==> src/mtdl_pkg.sv <==
// ----------------------------------------------------------------------------
// mtdl_pkg
// Shared types and constants for the multi-tap block delay line.
// ----------------------------------------------------------------------------
`default_nettype none

package mtdl_pkg;

  localparam int SAMPLE_BITS = 24;
  localparam int BLOCK_LEN   = 32;
  localparam int BLK_BITS    = 5;
  localparam int MD_BITS     = 12;
  localparam int DELAY_BITS  = 13;
  localparam int RING_BITS   = 13;
  localparam int RING_MAX    = 4096;

  localparam logic [MD_BITS-1:0] MAX_DELAY_RST = 12'd4064;

  typedef enum logic [1:0] {
    CMD_WRITE = 2'd0,
    CMD_READ  = 2'd1,
    CMD_CLEAR = 2'd2
  } cmd_e;

  typedef enum logic [1:0] {
    ST_IDLE,
    ST_CLEAR,
    ST_CALC,
    ST_READ
  } state_t;

  typedef struct packed {
    logic [1:0]                    cmd;
    logic signed [SAMPLE_BITS-1:0] sample_in;
    logic [DELAY_BITS-1:0]         delay;
    logic                          before_add;
  } in_item_t;

  typedef struct packed {
    logic signed [SAMPLE_BITS-1:0] sample_out;
    logic                          status;
    logic                          last;
  } out_item_t;

  typedef struct packed {
    logic write;
    logic read;
    logic clear;
    logic sweep;
    logic calc;
    logic issue;
  } ctl_cmd_t;

  typedef struct packed {
    logic sweep_done;
    logic calc_neg;
    logic can_issue;
    logic issue_last;
  } dp_status_t;

  // ((md == 0 ? 30 : md - 1) rounded down to a block) + two blocks
  function automatic logic [RING_BITS-1:0] ring_of(input logic [MD_BITS-1:0] md);
    logic [MD_BITS-1:0] base;
    base = (md == '0) ? MD_BITS'(30) : md - MD_BITS'(1);
    return {1'b0, base[MD_BITS-1:BLK_BITS], {BLK_BITS{1'b0}}}
           + RING_BITS'(2 * BLOCK_LEN);
  endfunction

endpackage

`default_nettype wire

==> src/mtdl_ctrl.sv <==
// ----------------------------------------------------------------------------
// mtdl_ctrl
// Controller: item acceptance, clearing sweep, start reduction, block read.
// ----------------------------------------------------------------------------
`default_nettype none

module mtdl_ctrl (
  input  wire logic                clk,
  input  wire logic                rst,
  input  wire logic                in_valid,
  input  wire logic [1:0]          in_cmd,
  input  wire logic                cfg_write,
  input  wire mtdl_pkg::dp_status_t st,
  output      mtdl_pkg::ctl_cmd_t  cmd,
  output      logic                in_stall
);
  import mtdl_pkg::*;

  state_t state, state_next;

  always_ff @(posedge clk) begin
    if (rst) begin
      state <= ST_CLEAR;
    end else begin
      state <= state_next;
    end
  end

  always_comb begin
    state_next = state;
    unique case (state)
      ST_IDLE: begin
        if (in_valid) begin
          if (in_cmd == CMD_READ) begin
            state_next = ST_CALC;
          end else if (in_cmd == CMD_CLEAR) begin
            state_next = ST_CLEAR;
          end
        end
      end
      ST_CLEAR: begin
        if (st.sweep_done) begin
          state_next = ST_IDLE;
        end
      end
      ST_CALC: begin
        if (!st.calc_neg) begin
          state_next = ST_READ;
        end
      end
      ST_READ: begin
        if (st.can_issue && st.issue_last) begin
          state_next = ST_IDLE;
        end
      end
      default: state_next = ST_IDLE;
    endcase
    if (cfg_write) begin
      state_next = ST_CLEAR;
    end
  end

  always_comb begin
    cmd       = '0;
    in_stall  = (state != ST_IDLE);
    cmd.write = (state == ST_IDLE) && in_valid && (in_cmd == CMD_WRITE);
    cmd.read  = (state == ST_IDLE) && in_valid && (in_cmd == CMD_READ);
    cmd.clear = (state == ST_IDLE) && in_valid && (in_cmd == CMD_CLEAR);
    cmd.sweep = (state == ST_CLEAR);
    cmd.calc  = (state == ST_CALC);
    cmd.issue = (state == ST_READ) && st.can_issue;
  end

  ast_read_ends: assert property (@(posedge clk) disable iff (rst)
    (cmd.issue && st.issue_last && !cfg_write) |=> (state == ST_IDLE))
    else $error("read did not return to idle after last issue");

  ast_accept_idle: assert property (@(posedge clk) disable iff (rst)
    (cmd.write || cmd.read || cmd.clear) |-> !in_stall)
    else $error("item action while stalled");

  ast_one_action: assert property (@(posedge clk) disable iff (rst)
    $onehot0({cmd.write, cmd.read, cmd.clear, cmd.sweep, cmd.calc, cmd.issue}))
    else $error("conflicting datapath commands");

endmodule

`default_nettype wire

==> config.mk <==
export PLATFORM = sky130hd
export DESIGN_NAME = mtdl_ctrl
export DESIGN_NICKNAME = d
export VERILOG_FILES = /design/src/mtdl_pkg.sv /design/src/mtdl_ctrl.sv
export SDC_FILE = /design/constraint.sdc
export NUM_CORES = 1
export LEC_CHECK = 0
export ABC_AREA = 1
export BUFFER_PORTS_ARGS = -buffer_cell sky130_fd_sc_hd__buf_2
export CAP_MARGIN = 20
export CORE_AREA = 2 2 39 41
export CTS_CLUSTER_SIZE = 20
export DETAILED_ROUTE_END_ITERATION = 16
export DIE_AREA = 0 0 41 43
export GPL_ROUTABILITY_DRIVEN = 1
export HOLD_SLACK_MARGIN = 0.05
export PLACE_DENSITY = 0.43
export SLEW_MARGIN = 40
export SYNTH_ARGS = -nofsm -noshare
export SYNTH_HDL_FRONTEND = slang
export SYNTH_SLANG_ARGS = --single-unit
==> constraint.sdc <==
create_clock -name clk -period 1.45 [get_ports clk]
set_clock_uncertainty 0.15 [all_clocks]
set_input_delay 0.29 -clock clk [delete_from_list [all_inputs] [get_ports clk]]
set_output_delay 0.29 -clock clk [all_outputs]
set_load 0.05 [all_outputs]
==> impl_metrics.toml <==
[final_layout]
final_common_cell = "buf_2"
nNetsFinal = 80
area_growth_pct = 99.5
top_regs = "state x2"
design_area_um2 = 502
fin_cells = 84
regMostFlops = "state"
largest_reg_flops = 2
antenna_cells = 0
drive_gt1_share_pct = 67.6
most-common-layout-cells = "buf_2 (9), inv_1 (8), buf_6 (8)"

[critical_path]
crit_buf_inv = 1
worstPathRequired_ns = 1.01
start_kind = "flip-flop"
slowest_stage = "dfxtp_2"
worstSetupPathType = "reg2out"
end_kind = "primary output"
cp_data_arrival_time_ns = 1.04
cp_max_fo = 3
path_delay_family = "flip-flops"
cp_cell_sequence = "nor2_4, nand2_4, nor3_4, buf_6"
cpPeakStageDelay_ns = 0.32

[power_and_ir_drop]
clock_power_share_pct = 42.5
power.switching_mw = 0.0926
p_per_area_nw_per_um2 = 575
vdd_drop_max_uv = 260
pwr-share-seq_pct = 20.9
p_int_mw = 0.196
p_leak_nw = 0.265
p_comb_share_pct = 36.6
switching_share_pct = 32.1

[timing]
layout_min_cycle_time_ns = 1.48
drv_slew = 0
hold_viol = 0
rsz0062_at_grt = "true"
setup_ws_ns = -0.0346
tightest_slew_ns = 0.164
max_freq_mhz = 674
slew_headroom_pct = 89.1
timing.final.crit_share_pct = 102
setup_viol = 3

[synthesis]
synthXorXnorAreaFrac_pct = 0
yosysSeqAreaShare_pct = 15.9
synth-compound-area-share_pct = 7.96
synth_top_family_by_area = "simple AND/OR/NAND/NOR gates"
synth.avg_cell_area_um2 = 5.85
synth_cells = 43
synthDistinctLibCells = 16
yosys.area_share.simple_pct = 56.7
syn_nets = 53
synthMuxAreaShare_pct = 0
synth-adder-area-share_pct = 0
ys_warn_count = 0
synth_area_um2 = 251
synth_seq_cells = 2

[routing]
ant_nets = 0
drc = 0
first_iter_violations = 2
drt-total-wl_um = 604
vias_per_cell = 3.99
vias = 335
post_drt_wl_per_cell_um = 7.19
first_pass_iters = 2

[job]
cap_viol_max_count = 0

[floorplanning]
std_cell_rows = 14
die_area_um2 = 1760
core_um2 = 1380
fp.dieW_um = 41
io-pin-count = 17
die_y_um = 43
start_util_pct = 18.2

[clocking]
ctsHtreeMaxLevel = 1
path_clk_slew_ns = 0.03
clkSinkCount = 2
worstSkewPairLatency_ns = 0.22
clock_path_buffers = 2
cts_root_buffer = "clkbuf_4"
cts_made_buffers = 3
cts_tree = "done"

[placed_design]
place_congestion = 0.705
dp_cells = 79
portBuffers = 16
placed_cell_area_um2 = 397
preCtsSetupSlack_ns = 0.0196
dp_hpwl_um = 523

[grt]
gr-total-overflow = 0
grt_max_degree = 6
grt_pass1_vias = 257
track_usage_pct = 7.51
grt_pass1_wl_um = 883
antenna_found_initial = 0

[outcome]
status = "finished, violations left"
violations = "setup timing"

[worst_hold_path]
worst_hold_path_type = "in2reg"
## per-stage QoR
| stage | total power, mW | hold WS, ns | setup TNS (ns) | util (%) |
|---|---|---|---|---|
| final | 0.288 | 0.127 | -0.0390 | 36.3 |
| after global routing | 0.308 | 0.153 | -0.247 | 36.3 |
| after CTS | 0.292 | 0.124 | -0.115 | 35.8 |
| after detailed placement | 0.149 | 0.357 | 0 | 28.7 |
| after global placement | 0.148 | 0.362 | 0 | 28.7 |
| after floorplan | 0.118 | 0.260 | -0.552 | - |
## synth_stat cells
cell type | number | share of area (%)
a21oi_1 | 1 | 2.0
a21oi_2 | 1 | 3.5
a31oi_1 | 1 | 2.5
buf_6 | 1 | 4.5
dfxtp_1 | 2 | 16
inv_1 | 8 | 12
inv_2 | 2 | 3.0
nand2_1 | 7 | 10
nand2_2 | 4 | 9.9
nand3_1 | 4 | 8.0
nand3_2 | 2 | 8.0
nor2_1 | 6 | 9.0
nor2_2 | 1 | 2.5
nor2_4 | 1 | 4.5
nor3_1 | 1 | 2.0
or2_1 | 1 | 2.5
## logic make-up (layout without fill, tap and decap cells)
| family | after synthesis | count (layout) |
|---|---|---|
| and+or+nand+nor | 27 | 27 |
| buffers and inverters | 11 | 36 |
| AOI/OAI and AO/OA | 3 | 3 |
| DFF | 2 | 2 |
## worst paths after layout
check | slack [ns] | depth (start not counted) | to | from
max reg2reg | 0.18 | 8 | state[0] | state[0]
min reg2reg | 0.56 | 4 | state[0] | state[0]
max | -0.03 | 4 | cmd[5] | state[1]
min | 0.13 | 3 | state[0] | rst
## what timing repair did
item                                    in CTS  in global routing
resized for setup                           20                  2
hold buffers                                 0                  0
endpoints found under the setup margin       7                  7
setup buffers                                2                  0
pin swaps                                    1                  0
## worst min-delay path, delay by kind of cell
| kind | cells | cell delay, ns |
|---|---|---|
| and+or+nand+nor | 2 | 0.10 |
| buffers and inverters | 1 | 0.07 |
## final cells by class
class / instances / area (um2)
clock buffer: 3 / 22.5
timing repair buffer: 23 / 180
fill: 156 / 882
inverter: 10 / 37.5
sequential: 2 / 42.5
tap: 16 / 20.0
multi-input combinational: 30 / 199
## layer usage
metal / share of wire (%) / GRT usage (%)
met1: 36 / 7.96
met2: 57 / 12.8
met3: 3.5 / 0
met4: 2.8 / 6.00
met5: 0 / 0
## power groups by stage
| stage | Sequential, mW | Clock (mW) | Combinational, mW |
|---|---|---|---|
| 2_1_floorplan | 0.0591 | 0 | 0.0593 |
| 3_3_place_gp | 0.0594 | 0 | 0.0890 |
| 3_5_place_dp | 0.0594 | 0 | 0.0893 |
| 4_1_cts | 0.0602 | 0.127 | 0.105 |
| 5_1_grt | 0.0602 | 0.133 | 0.115 |
| 6_report | 0.0602 | 0.123 | 0.106 |
No activity file was read; power rests on OpenSTA's default activity.
